[src/design/fmm_pkg.sv]
// Package: shared constants, types and controller states for the floor match multiset.
`default_nettype none
package fmm_pkg;
    localparam int CAPACITY   = 1024;
    localparam int PRICE_BITS = 32;
    localparam int ADDR_BITS  = $clog2(CAPACITY);
    localparam int CNT_BITS   = $clog2(CAPACITY + 1);

    typedef logic [PRICE_BITS-1:0] price_t;
    typedef logic [ADDR_BITS-1:0]  addr_t;
    typedef logic [CNT_BITS-1:0]   cnt_t;

    localparam logic [1:0] ST_STORED = 2'd0;
    localparam logic [1:0] ST_FULL   = 2'd1;
    localparam logic [1:0] ST_MATCH  = 2'd2;
    localparam logic [1:0] ST_NONE   = 2'd3;

    localparam logic MODE_ADD   = 1'b0;
    localparam logic MODE_QUERY = 1'b1;

    typedef enum logic [2:0] {
        S_IDLE,
        S_SCAN,
        S_SHIFT_UP,
        S_SHIFT_DN,
        S_RESULT
    } state_t;

    // controller -> datapath
    typedef struct packed {
        logic load;       // capture input word, start scan at top
        logic scan_step;  // advance scan one entry down
        logic up_step;    // final insert of the new value
        logic dn_step;    // move one entry down
        logic out_load;   // latch result
        logic [1:0] out_status;
    } cmd_t;

    // datapath -> controller
    typedef struct packed {
        logic is_query;
        logic full;
        logic empty;
        logic scan_done;   // ptr reached 0 or entry below ptr is <= price
        logic shift_done;
        logic out_busy;
        logic found;
    } sts_t;
endpackage
`default_nettype wire

[src/design/fmm_ctrl.sv]
// Controller state machine: sequences scan, shift and result phases.
`default_nettype none
module fmm_ctrl
    import fmm_pkg::*;
(
    input  wire logic clk,
    input  wire logic rst_n,
    input  wire logic in_fire,
    input  wire sts_t sts,
    output logic      ready,
    output cmd_t      cmd
);
    state_t state_reg, state_next;

    always_ff @(posedge clk or negedge rst_n)
    begin
        if (!rst_n)
        begin
            state_reg <= S_IDLE;
        end
        else
        begin
            state_reg <= state_next;
        end
    end

    always_comb
    begin
        state_next = state_reg;
        case (state_reg)
            S_IDLE:
            begin
                if (in_fire)
                begin
                    state_next = S_SCAN;
                end
            end
            S_SCAN:
            begin
                if (sts.is_query && sts.empty)
                begin
                    state_next = S_RESULT;
                end
                else if (!sts.is_query && sts.full)
                begin
                    state_next = S_RESULT;
                end
                else if (sts.scan_done)
                begin
                    if (sts.is_query)
                    begin
                        state_next = sts.found ? S_SHIFT_DN : S_RESULT;
                    end
                    else
                    begin
                        state_next = S_SHIFT_UP;
                    end
                end
            end
            S_SHIFT_UP: state_next = S_RESULT;
            S_SHIFT_DN:
            begin
                if (sts.shift_done)
                begin
                    state_next = S_RESULT;
                end
            end
            S_RESULT:
            begin
                if (!sts.out_busy)
                begin
                    state_next = S_IDLE;
                end
            end
            default: state_next = S_IDLE;
        endcase
    end

    always_comb
    begin
        cmd = '0;
        ready = 1'b0;
        case (state_reg)
            S_IDLE:
            begin
                ready    = 1'b1;
                cmd.load = in_fire;
            end
            S_SCAN:
            begin
                if (!(sts.is_query ? sts.empty : sts.full) && !sts.scan_done)
                begin
                    cmd.scan_step = 1'b1;
                end
            end
            S_SHIFT_UP: cmd.up_step = 1'b1;
            S_SHIFT_DN: cmd.dn_step = !sts.shift_done;
            S_RESULT:
            begin
                if (!sts.out_busy)
                begin
                    cmd.out_load = 1'b1;
                    if (sts.is_query)
                    begin
                        cmd.out_status = sts.found ? ST_MATCH : ST_NONE;
                    end
                    else
                    begin
                        cmd.out_status = sts.full ? ST_FULL : ST_STORED;
                    end
                end
            end
            default: cmd = '0;
        endcase
    end
endmodule
`default_nettype wire

[config.mk]
export PLATFORM = sky130hd
export DESIGN_NAME = fmm_ctrl
export DESIGN_NICKNAME = d
export VERILOG_FILES = /design/src/design/fmm_pkg.sv /design/src/design/fmm_ctrl.sv
export SDC_FILE = /design/constraint.sdc
export NUM_CORES = 1
export LEC_CHECK = 0
export ABC_CLOCK_PERIOD_IN_PS = 1500
export BUFFER_PORTS_ARGS = -buffer_cell sky130_fd_sc_hd__buf_2
export CAP_MARGIN = 15
export CORE_AREA = 8 8 45 47
export CTS_CLUSTER_SIZE = 25
export DETAILED_ROUTE_END_ITERATION = 8
export DIE_AREA = 0 0 53 55
export PLACE_DENSITY = 0.49
export REMOVE_ABC_BUFFERS = 1
export SYNTH_ARGS = -nofsm -noshare
export SYNTH_HDL_FRONTEND = slang
export SYNTH_SLANG_ARGS = --single-unit
[constraint.sdc]
create_clock -name clk -period 1.5 [get_ports clk]
set_input_delay 0.3 -clock clk [delete_from_list [all_inputs] [get_ports clk]]
set_output_delay 0.3 -clock clk [all_outputs]
set_load 0.05 [all_outputs]
* After elaboration in Yosys (flattened, before gate mapping)
Cells that the tools add are included. W data, S select, Z words.
Storage, ports and cells: logic and storage cells 39, bits of input ports 10, output and inout bits 8, register bits 3
Operators by class: equality and inequality tests 8, reductions and logical operators 9, muxes and demuxes 21
Operators with widths (count):
- $mux W3 | 10
- $pmux W3 S5 | 1
- $mux W1 | 9
- $eq A3 B2 Y1 const B | 2
- $ne A2 B2 Y1 const B | 3
- $logic_not A1 Y1 | 4
- $ne A4 B4 Y1 const B | 1
- $reduce_and A4 Y1 | 1
- $eq A3 B1 Y1 const B | 1
- $eq A3 B3 Y1 const B | 1
- $logic_and A1 B1 Y1 | 3
- $logic_not A3 Y1 | 1
- $mux W2 | 1

* Longest topological paths before layout
Gate-level depths: netlist of run 1.
word-level depth 6, mapped depth 4, mapped depth without buffers 3

* Worst setup path after synthesis of run 1
No wires, ideal clock.
path type reg-to-output, from register state_reg[0], to output cmd[6] (netlist name), slack -0.981 ns, path buffers 1, cell stages (with the launch flop) 4, arrival time 2.181 ns, required time 1.200 ns, cells stage by stage dfrtp_1 buf_4 nor3_1 and2_1
RTL lines:
- from (decl) | line fmm_ctrl.sv:13 | state_t state_reg, state_next;
- from (signal assigned) | line fmm_ctrl.sv:23 | state_reg <= state_next;
- to (decl) | line fmm_ctrl.sv:11 | output cmd_t cmd

==> results of run 1 <==
[critical path, cell delays in order (launching register included)]
cell and delay [ns]:
dfrtp_1 0.39, or3b_4 0.42, nor3_4 0.19, buf_6 0.18
[cell usage in the layout, fill, tap and decap left out, drive strengths merged]
cell type / n
nor2b: 4
dfrtp: 3
nor2: 1
nand3b: 1
nor3: 2
a21oi: 2
a21o: 2
buf: 28
a311oi: 1
and2: 2
a31oi: 1
or2: 2
o21a: 1
nor4b: 1
nand3: 1
and4bb: 1
a31o: 1
inv: 1
clkbuf: 4
nor3b: 1
or3b: 1
nand2: 1
dlygate4sd3: 1
o31ai: 1
[power by group through the flow]
stage	registers (uW)	clock network (uW)	logic (uW)
6_report	141	151	722
5_1_grt	145	166	755
4_1_cts	140	155	663
3_5_place_dp	144	0	483
3_3_place_gp	142	0	486
2_1_floorplan	161	0	303
[metrics by stage]
step,setup TNS [ns],instances,setup WS [ns],total power (uW)
6_report,-1.14,80,-0.231,1010
5_1_grt,-1.59,80,-0.272,1070
4_1_cts,-1.10,78,-0.224,958
3_5_place_dp,-0.0492,69,-0.0309,627
3_3_place_gp,-0.0125,69,-0.0106,628
2_1_floorplan,-4.42,31,-0.960,464
[path summary, 6_finish.rpt]
path / endpoint / depth (start not counted) / from / slack (ns)
min reg2reg: state_reg[0]$_DFFE_PN0P_ / 3 / state_reg[2]$_DFFE_PN0P_ / 0.67
max reg2reg: state_reg[0]$_DFFE_PN0P_ / 6 / state_reg[1]$_DFFE_PN0P_ / 0.08
min in group asynchronous: state_reg[2]$_DFFE_PN0P_ / 2 / rst_n / 0.39
max in group asynchronous: state_reg[0]$_DFFE_PN0P_ / 2 / rst_n / 1.00
max: cmd[5] / 3 / state_reg[2]$_DFFE_PN0P_ / -0.23
min: state_reg[2]$_DFFE_PN0P_ / 3 / sts[1] / 0.37
[layer usage]
metal / up-vias / routed length (um)
met5: - / 0
met4: 0 / 15
met3: 2 / 138
met2: 21 / 438
met1: 169 / 417
li1: 182 / -
[cells by family after synthesis]
| group | count (synthesis) |
|---|---|
| and+or+nand+nor | 18 |
| AOI/OAI and AO/OA | 9 |
| DFF | 3 |
| buffers and inverters | 3 |
[cell type report]
class | instances | share of cell area (%)
clock buffer | 4 | 4.40
inverter | 1 | 0.629
multi-input combinational | 27 | 38.4
sequential | 3 | 12.6
tap | 16 | 3.35
timing repair buffer | 29 | 40.7
[what timing repair did]
item,CTS,global route
setup endpoints to repair,8,9
endpoints found under the hold margin,3,0
setup buffers,4,2
resized for setup,22,5
hold buffers,1,0
pin swaps,2,2
==> results_dict.tcl, run 1 <==
set metrics [dict create \
    fin_skew_ns 0.00373 \
    fin_crit_ns 1.73 \
    wl_mm 1.01 \
    dieArea_mm2 0.00292 \
    drv_slew 0 \
    worst_slack_ns -0.231 \
    start_util_pct 20.7 \
    largest_reg_flops 3 \
    power_frac_seq_pct 13.9 \
    ys.flop_type "dfrtp_1" \
    crit_path_end_kind "primary output" \
    peakVddDrop_uv 598 \
    met3_usage_pct 4.01 \
    core_mm2 0.00138 \
    met1_usage_pct 7.91 \
    yosys.cell_count.top_type "nor2b_1" \
    drt_iter0_drc 6 \
    rows 14 \
    cts_tree "built" \
    tightest_slew_ns 0.319 \
    io_pins 18 \
    synth_area_leaders "dfrtp_1 (26%), nor2b_1 (8.7%), a21o_1 (5.2%)" \
    ctsLongestPathBuffers 2 \
    crit_fanout 3 \
    dr.pass1.iters 4 \
    clockPowerShare_pct 14.9 \
    seq_area_frac_synth_pct 26.2 \
    synthAdderAreaFrac_pct 0 \
    muxShareOfSynthArea_pct 0 \
    port_buffers 17 \
    synth_top_family_by_area "simple AND/OR/NAND/NOR gates" \
    nFillCells 145 \
    num_vias 374 \
    internal_power_uw 559 \
    worstSetupPathType "reg -> out" \
    p_switching_uw 455 \
    rsz0062_at_grt "true" \
    hold_path_class "in -> reg" \
    leakage_uw 0.000288 \
    grt_usage_pct 7.71 \
    die_y_um 55 \
    via_per_inst 4.68 \
    postSynthCellCount 33 \
    synth.avg_cell_area_um2 8.68 \
    nets 75 \
    synth-edff-count 0 \
    yosys.area_share.simple_pct 45.0 \
    async_flop_share_pct 100 \
    drive_gt1_share_pct 62.5 \
    cts.sinks 3 \
    cts_buffers 3 \
    yosys_warnings 0 \
    drv_cap 0 \
    area_growth_syn_to_layout_pct 108 \
    htree_levels 1 \
    wl_per_cell_um 12.6 \
    ys_types 24 \
    relSlewSlack_pct 78.7 \
    netlist.area_leader.share_pct 26.2 \
    ant_nets 0 \
    status "finished with violations" \
    hold_slack_ns 0.367 \
    dp_hpwl_um 736 \
    swShare_pct 44.9 \
    insertion_delay_ns 0.24 \
    grt_max_degree 9 \
    synth-xor-area-share_pct 0 \
    start_kind "flop" \
    grt_pass1_vias 379 \
    cts_root_buf "clkbuf_4" \
    fin_area_um2 597 \
    synth_compound_area_share_pct 22.3 \
    grt_overflow 0 \
    antenna_found_initial 0 \
    comb_power_share_pct 71.3 \
    synth_top_area_cell "dfrtp_1" \
    finalHoldViolations 0 \
    dpl_cell_area_um2 414 \
    setup_viol 8 \
    p_per_area_mw_per_mm2 1700 \
    place.gp.congestion 0.750 \
    regArea_um2 75.1 \
    syn-cell-area_um2 287 \
    ys_seq_elements 3 \
    fp.dieW_um 53 \
    fmax_mhz 578 \
    synthTopCellsByCount "nor2b_1 (4), dfrtp_1 (3)" \
    grt_pass1_wl_mm 1.58 \
    worstPathRequired_ns 1.20 \
    fin_util_pct 43.1 \
    multi_input_area_um2 229 \
    clk_pin_slew_ns 0.04 \
    final.period_utilization_pct 115 \
    arrival_ns 1.43 \
    antenna_cells 0 \
    violations "negative setup slack" \
    grt_util_met2_pct 11.5 \
    grt_most_used_layer "met2" \
    drc 0 \
]
Power figures use the tool's default switching activity.
==> inputs of run 2 (changes only) <==
Settings changed: MAX_ROUTING_LAYER set to met4, RECOVER_POWER set to 100.
==> run 2 against run 1 <==
Net effect:
- the flow still finishes with violations (negative setup slack)
- power about the same
- clock skew did not move
- largest cell class unchanged
- routed wire length shrank 0.50%
- register-to-register slack barely moved
- clock-buffer cell count unchanged
- combinational power about the same
- die area did not move
- sequential share of layout area is essentially flat
- sequential power barely moved
==> results_dict.tcl, run 2 (synthesis results as in run 1) <==
set metrics [dict create \
    status "finished with violations" \
    violations "negative setup slack" \
    core_mm2 0.00138 \
    crit_slowest_cell "or3b_4" \
    via_per_inst 4.69 \
    crit_cells 3 \
    worstSetupPathType "reg -> out" \
    htree_levels 1 \
    io_pins 18 \
    clk_pin_slew_ns 0.04 \
    p_total_uw 1010 \
    drc 0 \
    reg2reg_to "state_reg[0]$_DFFE_PN0P_" \
    r2r.worst_path.cells 6 \
    antenna_cells 0 \
    antenna_found_initial 0 \
    final_cell_mix "buf_4 (9), buf_2 (8), buf_6 (8), nor2b_1 (4)" \
    crit_start "state_reg[2]$_DFFE_PN0P_" \
    final.period_utilization_pct 115 \
    grt_usage_pct 7.94 \
    grt_pass1_wl_mm 1.58 \
    finalHoldViolations 0 \
    dr.pass1.iters 4 \
    p_per_area_mw_per_mm2 1700 \
    path_cells "or3b_4, nor3_4, buf_6" \
    tightest_slew_ns 0.319 \
    area_growth_syn_to_layout_pct 108 \
    fmax_mhz 578 \
    dp_hpwl_um 736 \
    arrival_ns 1.43 \
    layout.cells.non_filler 80 \
    worst_slack_ns -0.231 \
    cts.sinks 3 \
    drive_gt1_share_pct 60.9 \
    num_vias 375 \
    rr_startpoint "state_reg[1]$_DFFE_PN0P_" \
    worstPathRequired_ns 1.20 \
    drt_iter0_drc 6 \
    place.gp.congestion 0.759 \
    fp.dieW_um 53 \
    wl_per_cell_um 12.6 \
    ctsLongestPathBuffers 2 \
    dieArea_mm2 0.00292 \
    layout_commonest_cell "buf_4" \
    path_delay_family "simple AND/OR/NAND/NOR gates" \
    port_buffers 17 \
    hold_path_class "in -> reg" \
    placed_cells 69 \
    fin_crit_ns 1.73 \
    nets 75 \
    wl_mm 1.00 \
    pre_cts_ws_ns -0.0309 \
    drv_slew 0 \
    setup_viol 8 \
    largest_reg_flops 3 \
    ant_nets 0 \
    leakage_uw 0.000286 \
    r2r_slack_ns 0.08 \
    cts_buffers 3 \
    cts_tree "built" \
    start_util_pct 20.7 \
    rsz0062_at_grt "true" \
    insertion_delay_ns 0.24 \
    cpPeakStageDelay_ns 0.42 \
    cts_root_buf "clkbuf_4" \
    start_kind "flop" \
    grt_max_degree 9 \
    crit_path_end_kind "primary output" \
    crit_buf_inv 1 \
    fin_skew_ns 0.00373 \
    rows 14 \
    grt_pass1_vias 379 \
    crit_end "cmd[5]" \
    die_y_um 55 \
    peakVddDrop_uv 599 \
    crit_fanout 3 \
    grt_overflow 0 \
    relSlewSlack_pct 78.7 \
    drv_cap 0 \
]
## run 2: changes by cell type in the layout (fill, tap and decap cells not counted), sizes merged
cell / delta
clkbuf: +1
buf: -1
## run 2: what timing repair did
| action | 4_1_cts | 5_1_grt |
|---|---|---|
| hold buffers | 1 | 0 |
| buffers inserted | 4 | 2 |
| hold endpoints to repair | 3 | 0 |
| pin swaps | 2 | 2 |
| endpoints found under the setup margin | 8 | 9 |
| gates resized for setup | 22 | 5 |
## run 2: final cells by class
type	count	area [um^2]
Fill cell	146	788
Timing Repair Buffer	29	241
Multi-Input combinational cell	27	229
Sequential cell	3	75.1
Clock buffer	4	26.3
Tap cell	16	20.0
Inverter	1	3.75
## run 2: routing by layer
metal	wire length (um)	vias up	part of all wire, %	global-route usage, %
met3	106	2	11	2.67
li1	-	182	-	-
met5	0	-	0	-
met2	440	21	44	11.5
met4	15	0	1.5	6.47
met1	442	170	44	8.68
## run 2: power breakdown
| part | switching [uW] | internal, uW |
|---|---|---|
| Clock | 50.6 | 100 |
| Combinational | 375 | 347 |
| Sequential | 29.4 | 111 |
## run 2: worst min-delay path by stage
| stage | startpoint | to | cells after the start |
|---|---|---|---|
| 5_1_grt | sts[1] | state_reg[2]$_DFFE_PN0P_ | 3 |
| 2_1_floorplan | rst_n | state_reg[0]$_DFFE_PN0P_ | 0 |
| 4_1_cts | sts[1] | state_reg[2]$_DFFE_PN0P_ | 3 |
| 6_report | sts[1] | state_reg[2]$_DFFE_PN0P_ | 3 |
| 3_3_place_gp | rst_n | state_reg[2]$_DFFE_PN0P_ | 1 |
| 3_5_place_dp | rst_n | state_reg[2]$_DFFE_PN0P_ | 1 |
## run 2: per-stage QoR
step | hold WS, ns | area (um^2) | util (%) | TNS [ns]
global route | 0.373 | 596 | 43.0 | -1.59
CTS | 0.374 | 563 | 40.7 | -1.10
floorplan | 0.00441 | 272 | - | -4.42
detailed placement | 0.106 | 414 | 29.9 | -0.0492
finish | 0.367 | 596 | 43.0 | -1.15
global placement | 0.106 | 414 | 29.9 | -0.0125
## run 2: worst min-delay path, delay by kind of cell
kind,cells,cell delay [ns]
buffers and inverters,1,0.12
AND/OR/NAND/NOR,1,0.08
AO/OA/AOI/OAI,1,0.07
